File: src/sv/gtc_pkg.sv
package gtc_pkg;

   localparam int CoordBits = 16;
   localparam int TFrac     = 16;
   localparam int DiffBits  = CoordBits + 1;
   localparam int ProdBits  = 2 * DiffBits;
   localparam int SumBits   = ProdBits + 1;
   localparam int LenBits   = 2 * CoordBits + 1;
   localparam int TBits     = TFrac + 1;
   localparam int PaddrBits = 5;

   localparam logic [PaddrBits-3:0] RegRedX   = 3'd0;
   localparam logic [PaddrBits-3:0] RegRedY   = 3'd1;
   localparam logic [PaddrBits-3:0] RegGreenX = 3'd2;
   localparam logic [PaddrBits-3:0] RegGreenY = 3'd3;
   localparam logic [PaddrBits-3:0] RegBlueX  = 3'd4;
   localparam logic [PaddrBits-3:0] RegBlueY  = 3'd5;
   localparam logic [PaddrBits-3:0] RegValid  = 3'd6;

   localparam int QueueDepth = 2;

   typedef logic [CoordBits-1:0] coord_type;
   typedef logic signed [DiffBits-1:0] diff_type;
   typedef logic signed [SumBits-1:0] sum_type;
   typedef logic [LenBits-1:0] len_type;

   typedef struct packed {
      coord_type px;
      coord_type py;
      logic      unchanged;
   } item_type;

   typedef struct packed {
      coord_type ax;
      coord_type ay;
      diff_type  ex;
      diff_type  ey;
      logic      degen;
      logic      t_zero;
      logic      t_one;
      len_type   dot;
      len_type   len2;
   } edge_type;

   typedef struct packed {
      coord_type ax;
      coord_type ay;
      diff_type  ex;
      diff_type  ey;
      logic      degen;
      logic [TBits-1:0] t;
   } proj_type;

endpackage

File: src/sv/gtc_queue.sv
module gtc_queue (
   input  logic               clock,
   input  logic               reset,
   input  logic               in_valid,
   output logic               in_ready,
   input  gtc_pkg::item_type  in_item,
   input  gtc_pkg::edge_type  in_edge [3],
   output logic               out_valid,
   input  logic               out_ready,
   output gtc_pkg::item_type  out_item,
   output gtc_pkg::edge_type  out_edge [3]
);

   logic [1:0] count_ff, count_in;
   logic wr_ptr_ff, wr_ptr_in, rd_ptr_ff, rd_ptr_in;
   logic push, pop;
   gtc_pkg::item_type item_ff [gtc_pkg::QueueDepth];
   gtc_pkg::edge_type edge_ff [gtc_pkg::QueueDepth][3];

   assign in_ready = count_ff != 2'(gtc_pkg::QueueDepth);
   assign out_valid = count_ff != 2'd0;
   assign push = in_valid && in_ready;
   assign pop = out_valid && out_ready;
   assign count_in = count_ff + 2'(push) - 2'(pop);
   assign wr_ptr_in = wr_ptr_ff ^ push;
   assign rd_ptr_in = rd_ptr_ff ^ pop;

   always_ff @(posedge clock) begin
      if (reset) begin
         count_ff <= 2'd0;
         wr_ptr_ff <= 1'b0;
         rd_ptr_ff <= 1'b0;
      end else begin
         count_ff <= count_in;
         wr_ptr_ff <= wr_ptr_in;
         rd_ptr_ff <= rd_ptr_in;
      end
   end

   always_ff @(posedge clock) begin
      if (push) begin
         item_ff[wr_ptr_ff] <= in_item;
         edge_ff[wr_ptr_ff] <= in_edge;
      end
   end

   assign out_item = item_ff[rd_ptr_ff];
   assign out_edge = edge_ff[rd_ptr_ff];

   assert property (@(posedge clock) disable iff (reset)
      count_ff <= 2'(gtc_pkg::QueueDepth))
      else $error("queue count overflow");
   assert property (@(posedge clock) disable iff (reset)
      (count_ff == 2'd0 || count_ff == 2'(gtc_pkg::QueueDepth)) ||
      (wr_ptr_ff != rd_ptr_ff))
      else $error("queue pointers disagree with count");
   assert property (@(posedge clock) disable iff (reset)
      push && !pop |=> count_ff == $past(count_ff) + 2'd1)
      else $error("queue push lost");

endmodule

File: config.mk
export PLATFORM = sky130hd
export DESIGN_NAME = gtc_queue
export DESIGN_NICKNAME = d
export VERILOG_FILES = /design/src/sv/gtc_pkg.sv /design/src/sv/gtc_queue.sv
export SDC_FILE = /design/constraint.sdc
export NUM_CORES = 1
export LEC_CHECK = 0
export ABC_AREA = 1
export BUFFER_PORTS_ARGS = -buffer_cell sky130_fd_sc_hd__buf_4
export CORE_AREA = 3 3 344 346
export DETAILED_ROUTE_END_ITERATION = 8
export DIE_AREA = 0 0 347 349
export PLACE_DENSITY = 0.52
export SYNTH_ARGS = -nofsm -noshare
export SYNTH_HDL_FRONTEND = slang
export SYNTH_SLANG_ARGS = --single-unit
File: constraint.sdc
create_clock -name clock -period 27.9 [get_ports clock]
set_input_delay 5.58 -clock clock [delete_from_list [all_inputs] [get_ports clock]]
set_output_delay 5.58 -clock clock [all_outputs]
set_load 0.03 [all_outputs]
==> results.toml, run 1 <==
[timing]
hold_viol = 0
rsz0062_at_grt = "no"
setup_viol = 0
fin_crit_sh = 0.3439
layout_min_cycle_time_ns = 9.595
clock_skew_ns = 0.02094
clock.fmax_ghz = 0.1042
setup_slack_ns = 18.31
max-slew-margin-rel = 0.1082
drv_slew = 0
worst_slew_pin_slew_ns = 1.338
fin_tns_setup_ns = 0

[placed_design]
dp_cells = 4649
port_buffers = 881
place_ws_ns = 18.92
dp_hpwl_um = 63200
place_congestion = 0.8124

[synthesis]
synth_nets = 2765
yosysSeqAreaShare = 0.8171
synthMuxAreaShare = 0
syn-cell-area_um2 = 32290
synth_top_family_by_area = "simple AND/OR/NAND/NOR gates"
avgSynthCellArea_um2 = 13.91
ys_ff_latch = 880
synthXorXnorAreaFrac = 0.0002712
syn_inst = 2321
synth_cell_type_count = 17
ys.warnings.count = 0
yosys.area_share.simple = 0.1546
synth_compound_area_frac = 0.0003100
synthAdderAreaFrac = 0.0007749

[route]
routed_wl_um = 90880
vias_per_cell = 4.157
drtAntennaViolNets = 0
firstDrtPassIters = 5
drtIter0Drc = 1107
wl_per_cell_um = 18.85
drcViolationCount = 0
num_vias = 20040

[power_and_ir_drop]
cellPowerDensity_nw_per_um2 = 104.9
ir_worst_vdd_v = 0.00007873
p_leak_uw = 0.01784

[critical_path]
path_class = "reg2out"
slowest_delay_ns = 0.72
reg2reg_slack_ns = 24.08
cp-start-kind = "register"
critPathTopFamily = "buffers and inverters"
slowest_stage = "dfxtp_4"
path_common_cell = "buf_4"
critPathCaptureType = "primary output"
cp_max_fo = 166
crit_chain = "buf_12 > buf_4 > buf_4 > nand2_1 > nand2_1 > buf_4"
cp_data_required_time_ns = 22.32
cp_num_buf_inv = 4
startpoint = "rd_ptr_ff"
r2r_cells = 7
r2r_start = "count_ff[0]"
cp.arrival_ns = 4.02
r2r_end = "edge_ff[0][121]"

[clocking]
cts_tree = "yes"
cts_resized = 0
cts_max_level = 3
ctsLongestPathBuffers = 3
ctsHoldBuffers = 0
cts-buffers-inserted = 92
clk_latency_ns = 0.64
cts.sinks = 880
postCtsSetupRepairBufs = 0
cts_root_buffer = "clkbuf_16"
path_clk_slew_ns = 0.06

[die]
die_h_um = 349
row_count = 125
ios = 882
start_util = 0.2790
die_area_um2 = 121100
coreArea_um2 = 115700
die_w_um = 347

[job]
drv_cap = 0

[final_layout]
fill_cells = 11160
nNetsFinal = 3663
finalNonFillerCells = 4822
regArea_um2 = 26390
fin_util = 0.3726
drive_gt1_frac = 0.3116
multiInputGateArea_um2 = 5055
syn_to_final_growth_pct = 33.53

[grt]
overflow = 0
grt_pass1_wl_um = 128500
grt_pass1_vias = 19820
grtUsageTotal = 0.1431
antenna_found_initial = 17
grt_max_degree = 167

[outcome]
run_status = "complete, no violations"

[worst_hold_path]
whs_path_depth = 3
hold_start = "count_ff[0]"
min_to = "count_ff[0]"
hold_class = "reg2reg"
-- cell usage in the layout, fill, tap and decap left out, types with 2 or more instances in the layout --
cell          n
dfxtp_1       3
buf_12        2
edfxtp_1    876
bufinv_16     8
clkinv_1     23
buf_4       899
nand2_1    1320
diode_2      12
nor2_1        6
clkinv_2     11
inv_16        2
inv_1         9
clkinv_8      3
clkbuf_16    93
clkbuf_1     19
-- report_power, final --
group / switching, uW / internal [uW] / leakage (uW)
Sequential: 52.4 / 1720 / 0.00822
Combinational: 1110 / 458 / 0.00821
Clock: 495 / 685 / 0.00141
Total: 1660 / 2860 / 0.0178
-- metrics by stage --
stage | hold slack, ns | power (uW) | cell area [um^2]
after detailed placement | 0.6151 | 3401 | 40190
final | 0.6238 | 4522 | 43120
after global placement | 0.6138 | 3397 | 40190
after CTS | 0.6285 | 4597 | 43090
after floorplan | 0.5344 | 2881 | 32290
after global routing | 0.6578 | 4743 | 43110
-- kinds of logic (layout without fill, tap and decap cells) --
logic type	count (synthesis)	in the layout
xor+xnor	1	1
compound gates	2	2
simple gates	1329	1329
other cells	0	12
flops	880	880
buf+inv	107	1072
fa+ha+maj	2	2
-- flip-flops by register name, indices dropped and copies added (netlist names) --
register   count
item_ff       66
rd_ptr_ff      1
edge_ff      810
wr_ptr_ff      1
count_ff       2
-- area by class of cell --
type                    count  area share
clock buffers             112     0.05562
multi-input cells        1334      0.1172
inverters                  10    0.001248
repair buffers            901      0.1574
diodes                     12   0.0006964
flip-flops and latches    880      0.6120
well taps                1524     0.04422
clock inverters            49     0.01155
-- how the worst max path moves through the flow --
stage                           end  cells past startpoint
floorplan             edge_ff[1][0]                      2
global placement     edge_ff[0][27]                      6
detailed placement  edge_ff[0][208]                      6
CTS                   out_edge[157]                      6
global route          out_edge[217]                      6
finish                out_edge[157]                      6
-- routing by layer --
layer,global-route usage,vias to the layer above,part of all wire
li1,-,9659,-
met1,0.1568,9519,0.36
met2,0.2488,699,0.51
met3,0.05479,156,0.090
met4,0.05877,10,0.034
met5,0,-,0.00083
-- worst register-to-register path: stages (launching register included) --
cell     delay, ns
dfxtp_1       0.35
inv_1         0.05
nand2_1       0.15
nand2_1       0.20
inv_1         0.14
ha_4          0.79
buf_4         0.72
buf_4         0.97
-- cells in the mapped netlist (all sizes together) --
master / number / share of area
ha: 2 / 0.00077
nand3: 1 / 0.00015
o21ai: 1 / 0.00015
dfxtp: 4 / 0.0025
xnor2: 1 / 0.00027
nor3: 1 / 0.00015
edfxtp: 876 / 0.81
inv: 10 / 0.0013
nor2: 7 / 0.00081
nand2: 1320 / 0.15
a21oi: 1 / 0.00015
buf: 97 / 0.026
(Power assumes the default switching activity.)
==> run 2: changes to the inputs <==
==> constraint.sdc (replaced) <==
create_clock -name clock -period 9.34 [get_ports clock]
set_input_delay 1.868 -clock clock [delete_from_list [all_inputs] [get_ports clock]]
set_output_delay 1.868 -clock clock [all_outputs]
set_load 0.03 [all_outputs]
==> run 2 against run 1 <==
Effect of this change:
- cell count about the same
- largest power group unchanged
- critical endpoint is now out_edge[30]
- non-clock buffer count down 4
- sequential share of layout area is 0.19 points lower
- routed wire length is 0.22% lower
- core utilization rose by 0.12 points
- global-route usage barely moved
- combinational power rose to 3.0 times the previous value
- die area is the same
==> results.toml, run 2 (synthesis results as in run 1) <==
[clocking]
postCtsSetupRepairBufs = 0
cts_tree = "yes"
cts_max_level = 3
cts.sinks = 880
cts-buffers-inserted = 96
cts_resized = 0
path_clk_slew_ns = 0.06
cts_root_buffer = "clkbuf_16"
ctsHoldBuffers = 0
clk_latency_ns = 0.65
ctsLongestPathBuffers = 3

[final_layout]
reg_top3 = "edge_ff (810), item_ff (66), count_ff (2)"
nNetsFinal = 3663
final_common_cell = "nand2_1"
finalNonFillerCells = 4821
drive_gt1_frac = 0.3118
layout_common_cells = "1320 x nand2_1, 889 x buf_4, 876 x edfxtp_1, 97 x clkbuf_16, 25 x clkbuf_1"
syn_to_final_growth_pct = 33.95
largest_register = "edge_ff"
largest_reg_flops = 810

[critical_path]
startpoint = "rd_ptr_ff"
cp_max_fo = 150
r2r_end = "edge_ff[1][184]"
worstSetupEndpoint = "out_edge[30]"
slowest_delay_ns = 0.87
cp-start-kind = "register"
crit_chain = "buf_4 > buf_12 > nand2_1 > nand2_1 > buf_4"
cp_num_buf_inv = 3
slowest_stage = "buf_4"
r2r_cells = 6
cp.arrival_ns = 3.72
reg2reg_slack_ns = 6.10
critPathCaptureType = "primary output"
worstSetupPathDepth = 5
path_class = "reg2out"
critPathTopFamily = "buffers and inverters"
cp_data_required_time_ns = 7.47
r2r_start = "count_ff[0]"

[route]
vias_per_cell = 4.142
firstDrtPassIters = 5
num_vias = 19970
drtAntennaViolNets = 0
drtIter0Drc = 1289
drcViolationCount = 0
routed_wl_um = 90680
wl_per_cell_um = 18.81

[timing]
clock_skew_ns = 0.01472
setup_slack_ns = 3.757
rsz0062_at_grt = "no"
setup_viol = 0
layout_min_cycle_time_ns = 5.583
fin_crit_sh = 0.5978
worst_slew_pin_slew_ns = 1.162
fin_tns_setup_ns = 0
hold_viol = 0
drv_slew = 0
max-slew-margin-rel = 0.2251
whs_ns = 0.6178
clock.fmax_ghz = 0.1791

[die]
die_w_um = 347
coreArea_um2 = 115700
die_h_um = 349
ios = 882
die_area_um2 = 121100
start_util = 0.2790
row_count = 125

[placed_design]
place_congestion = 0.8528
place_ws_ns = 4.453
dp_cells = 4645
port_buffers = 881
dp_hpwl_um = 60950

[grt]
overflow = 0
grt_pass1_vias = 19570
grtUsageTotal = 0.1428
grt_pass1_wl_um = 128400
antenna_found_initial = 15
grt_max_degree = 198

[power_and_ir_drop]
switching_power_uw = 4981
p_seq_frac = 0.388
pwr-share-comb = 0.345
cellPowerDensity_nw_per_um2 = 315.0
p_int_uw = 8643
clock_power_share = 0.266
sw_frac_of_total = 0.3656
p_leak_uw = 0.01789
ir_worst_vdd_v = 0.0001977

[outcome]
run_status = "complete, no violations"

[worst_hold_path]
hold_class = "reg2reg"

[job]
drv_cap = 0
## run 2: changes by cell type in the layout (fill, tap and decap cells not counted), sizes merged
cell | previous run | this run
diode | 12 | 10
clkbuf | 112 | 122
clkinv | 39 | 28
inv | 12 | 18
buf | 901 | 897
## run 2: worst min path at each step
stage,startpoint,endpoint,slack [ns],cells past startpoint
5_1_grt,count_ff[0],count_ff[0],0.66,3
4_1_cts,count_ff[0],count_ff[0],0.62,3
3_3_place_gp,count_ff[0],count_ff[0],0.61,3
2_1_floorplan,count_ff[0],count_ff[0],0.58,3
6_report,count_ff[0],count_ff[0],0.62,3
3_5_place_dp,count_ff[0],count_ff[0],0.61,3
## run 2: area by class of cell
class                           instances  area [um^2]
Clock buffer                          122         2521
Multi-Input combinational cell       1334         5055
Sequential cell                       880        26390
Tap cell                             1524         1907
Inverter                               10        53.80
Fill cell                           11200        72480
Timing Repair Buffer                  897         6834
Clock inverter                         44        469.2
Antenna cell                           10        25.02
## run 2: stage by stage
step / utilization / power (uW) / instance area [um^2]
2_1_floorplan: - / 8345 / 32300
3_5_place_dp: 0.3477 / 10170 / 40240
6_report: 0.3737 / 13620 / 43250
4_1_cts: 0.3735 / 13840 / 43230
3_3_place_gp: 0.3477 / 10150 / 40240
5_1_grt: 0.3737 / 14280 / 43250
## run 2: power by group through the flow
stage / logic [uW] / clock network, uW / registers, uW
floorplan: 2860 / 0 / 5480
global placement: 4780 / 0 / 5370
detailed placement: 4790 / 0 / 5380
CTS: 4800 / 3750 / 5290
global route: 5030 / 3910 / 5350
finish: 4710 / 3630 / 5290
## run 2: worst reg2reg max path, stage by stage, from the launching register on
cell	delay, ns
dfxtp_1	0.35
inv_1	0.05
nand2_1	0.13
nand2_1	0.23
nor2_4	0.76
buf_12	0.43
buf_12	0.54
## run 2: routing by layer
| metal | global-route usage | share of wire |
|---|---|---|
| met5 | 0 | 0.00049 |
| met1 | 0.1550 | 0.36 |
| met2 | 0.2458 | 0.51 |
| met4 | 0.06721 | 0.043 |
| met3 | 0.05463 | 0.088 |
==> run 3: changes to the inputs <==
--- a/config.mk
+++ b/config.mk
@@ -5,11 +5,11 @@
 export SDC_FILE = /design/constraint.sdc
 export NUM_CORES = 1
 export LEC_CHECK = 0
-export ABC_AREA = 1
+export ABC_AREA = 0
 export BUFFER_PORTS_ARGS = -buffer_cell sky130_fd_sc_hd__buf_4
-export CORE_AREA = 3 3 344 346
+export CORE_AREA = 3 3 343 345
 export DETAILED_ROUTE_END_ITERATION = 8
-export DIE_AREA = 0 0 347 349
+export DIE_AREA = 0 0 346 348
 export PLACE_DENSITY = 0.52
 export SYNTH_ARGS = -nofsm -noshare
 export SYNTH_HDL_FRONTEND = slang
==> constraint.sdc (replaced) <==
create_clock -name clock -period 5.3 [get_ports clock]
set_input_delay 1.06 -clock clock [delete_from_list [all_inputs] [get_ports clock]]
set_output_delay 1.06 -clock clock [all_outputs]
set_load 0.03 [all_outputs]
==> run 3 against run 2 <==
Effect of this change:
- non-clock buffer count increased by 29
- critical path depth fell by 2
- total power is 55% higher
- design area grew 0.66%
- worst hold slack got worse by 0.038 ns
- global-route usage decreased by 0.81 points
- sequential share of layout area is 0.40 points lower
- clock-buffer cell count down 7
- via count decreased by 17%
- synthesized cell count fell by 40%
- first-iteration DRC count fell by 41%
- sequential power grew 67%
- critical endpoint is now out_edge[350]
- largest cell class unchanged
==> results.toml, run 3 <==
[critical_path]
critPathCaptureType = "primary output"
r2r_end = "edge_ff[0][35]"
slowest_delay_ns = 0.78
cp.arrival_ns = 2.84
path_class = "reg2out"
cp_max_fo = 113
crit_chain = "buf_12 > mux2_2 > buf_4"
critPathTopFamily = "flip-flops"
reg2reg_slack_ns = 2.63
slowest_stage = "dfxtp_4"
r2r_start = "count_ff[0]"
r2r_cells = 4
cp_num_buf_inv = 2
cp-start-kind = "register"
cp_data_required_time_ns = 4.24

[worst_hold_path]
whs_path_depth = 1
min_to = "edge_ff[1][241]"
hold_class = "in2reg"
hold_start = "in_edge[241]"

[die]
die_w_um = 346
die_area_um2 = 120400
coreArea_um2 = 114500
start_util = 0.2808
row_count = 124
ios = 882
die_h_um = 348

[power_and_ir_drop]
sw_frac_of_total = 0.3097
pwr-share-comb = 0.291
ir_worst_vdd_v = 0.0002911
p_leak_uw = 0.01595
p_int_uw = 14560
p_total_uw = 21090
clock_power_share = 0.291
switching_power_uw = 6531
p_seq_frac = 0.418
cellPowerDensity_nw_per_um2 = 484.4

[route]
drtAntennaViolNets = 0
drtIter0Drc = 763
vias_per_cell = 4.201
drcViolationCount = 0
num_vias = 16640
firstDrtPassIters = 6
routed_wl_um = 84210
wl_per_cell_um = 21.25

[grt]
grt_pass1_vias = 18560
grtUsageTotal = 0.1347
overflow = 0
grt_pass1_wl_um = 120600
grt_max_degree = 114
antenna_found_initial = 14

[final_layout]
fin_util = 0.3803
reg_top3 = "edge_ff (810), item_ff (66), count_ff (2)"
regArea_um2 = 26390
drive_gt1_frac = 0.6128
multiInputGateArea_um2 = 5249
fill_cells = 10590
layout_common_cells = "915 x buf_4, 876 x edfxtp_1, 396 x mux2_2, 96 x clkbuf_16, 40 x mux2_4"
nNetsFinal = 2808
largest_register = "edge_ff"
fin_area_um2 = 43540
syn_to_final_growth_pct = 35.40
largest_reg_flops = 810
final_common_cell = "buf_4"

[clocking]
clk_latency_ns = 0.66
ctsHoldBuffers = 0
cts_resized = 0
ctsLongestPathBuffers = 3
cts_root_buffer = "clkbuf_16"
cts-buffers-inserted = 95
cts.sinks = 880
cts_max_level = 3
postCtsSetupRepairBufs = 0
path_clk_slew_ns = 0.06
cts_tree = "yes"

[timing]
whs_ns = 0.5793
rsz0062_at_grt = "no"
setup_viol = 0
hold_viol = 0
clock_skew_ns = 0.02991
drv_slew = 0
layout_min_cycle_time_ns = 3.901
clock.fmax_ghz = 0.2563
fin_tns_setup_ns = 0
max-slew-margin-rel = 0.2944
fin_crit_sh = 0.7361
worst_slew_pin_slew_ns = 1.058

[synthesis]
synth_commonest_cells = "876 x edfxtp_1, 396 x mux2_2, 46 x buf_6"
synth-edff-count = 876
synth.area.top_cells = "edfxtp_1 82%, mux2_2 14%, mux2_4 1.9%"
synth_top_area_frac = 0.8181
ys.warnings.count = 0
synth_ff_type = "edfxtp_1"
syn_inst = 1390
synth_most_common_cell = "edfxtp_1"
async_reset_ff_frac = 0
syn-cell-area_um2 = 32160
yosysSeqAreaShare = 0.8205
synth_nets = 1834
avgSynthCellArea_um2 = 23.13
synth_top_area_cell = "edfxtp_1"
ys_ff_latch = 880
synth_cell_type_count = 22

[placed_design]
post_dp_cell_area_um2 = 40620
dp_hpwl_um = 60790
place_congestion = 0.7995
port_buffers = 881

[outcome]
run_status = "complete, no violations"

[job]
drv_cap = 0
## run 3: cell types whose count changed after synthesis, moves of 3 or more
cell | before | now
inv_1 | 9 | 1
nand2_1 | 1320 | 0
mux2_2 | 0 | 396
nor2b_1 | 0 | 3
mux2_1 | 0 | 3
buf_6 | 37 | 46
mux2_4 | 0 | 40
buf_8 | 8 | 0
buf_4 | 7 | 1
buf_2 | 44 | 2
## run 3: layout make-up
cell class / count / area share
flip-flops and latches: 880 / 0.6061
repair buffers: 926 / 0.1628
multi-input cells: 460 / 0.1205
clock buffers: 115 / 0.05681
well taps: 1512 / 0.04345
clock inverters: 56 / 0.009512
diodes: 12 / 0.0006897
inverters: 1 / 0.00008621
## run 3: routing by layer
metal  track usage  up-vias  part of all wire
li1              -     7539                 -
met1        0.1363     8339              0.34
met2        0.2431      616              0.53
met3       0.05992      145             0.095
met4       0.05176        4             0.033
met5             0        -           0.00032
## run 3: per-stage QoR
| step | instances | worst slack, ns |
|---|---|---|
| finish | 3962 | 1.399 |
| detailed placement | 3779 | 2.047 |
| global placement | 3779 | 2.068 |
| global route | 3961 | 1.233 |
| CTS | 3950 | 1.287 |
| floorplan | 1390 | 0.5075 |
## run 3: power groups by stage
stage	registers [uW]	logic (uW)	clock network [uW]
after detailed placement	8980	6220	0
after CTS	8840	6240	6360
after global placement	8950	6190	0
final	8820	6130	6140
after floorplan	8980	3950	0
after global routing	8900	6420	6670
## run 3: worst max path at each step
| stage | from | end | slack [ns] | cells after the start |
|---|---|---|---|---|
| global route | rd_ptr_ff | out_edge[350] | 1.23 | 3 |
| detailed placement | rd_ptr_ff | out_edge[323] | 2.05 | 4 |
| floorplan | in_valid | edge_ff[0][0] | 0.51 | 2 |
| CTS | rd_ptr_ff | out_edge[323] | 1.29 | 4 |
| global placement | rd_ptr_ff | out_edge[109] | 2.07 | 4 |
| finish | rd_ptr_ff | out_edge[350] | 1.40 | 3 |
## run 3: cells by family after synthesis
kind of cell | synth area share
fa+ha+maj | 0.0007781
simple gates | 0.002102
xor+xnor | 0.0002724
mux | 0.1584
buf+inv | 0.01677
flops | 0.8205
compound gates | 0.001129
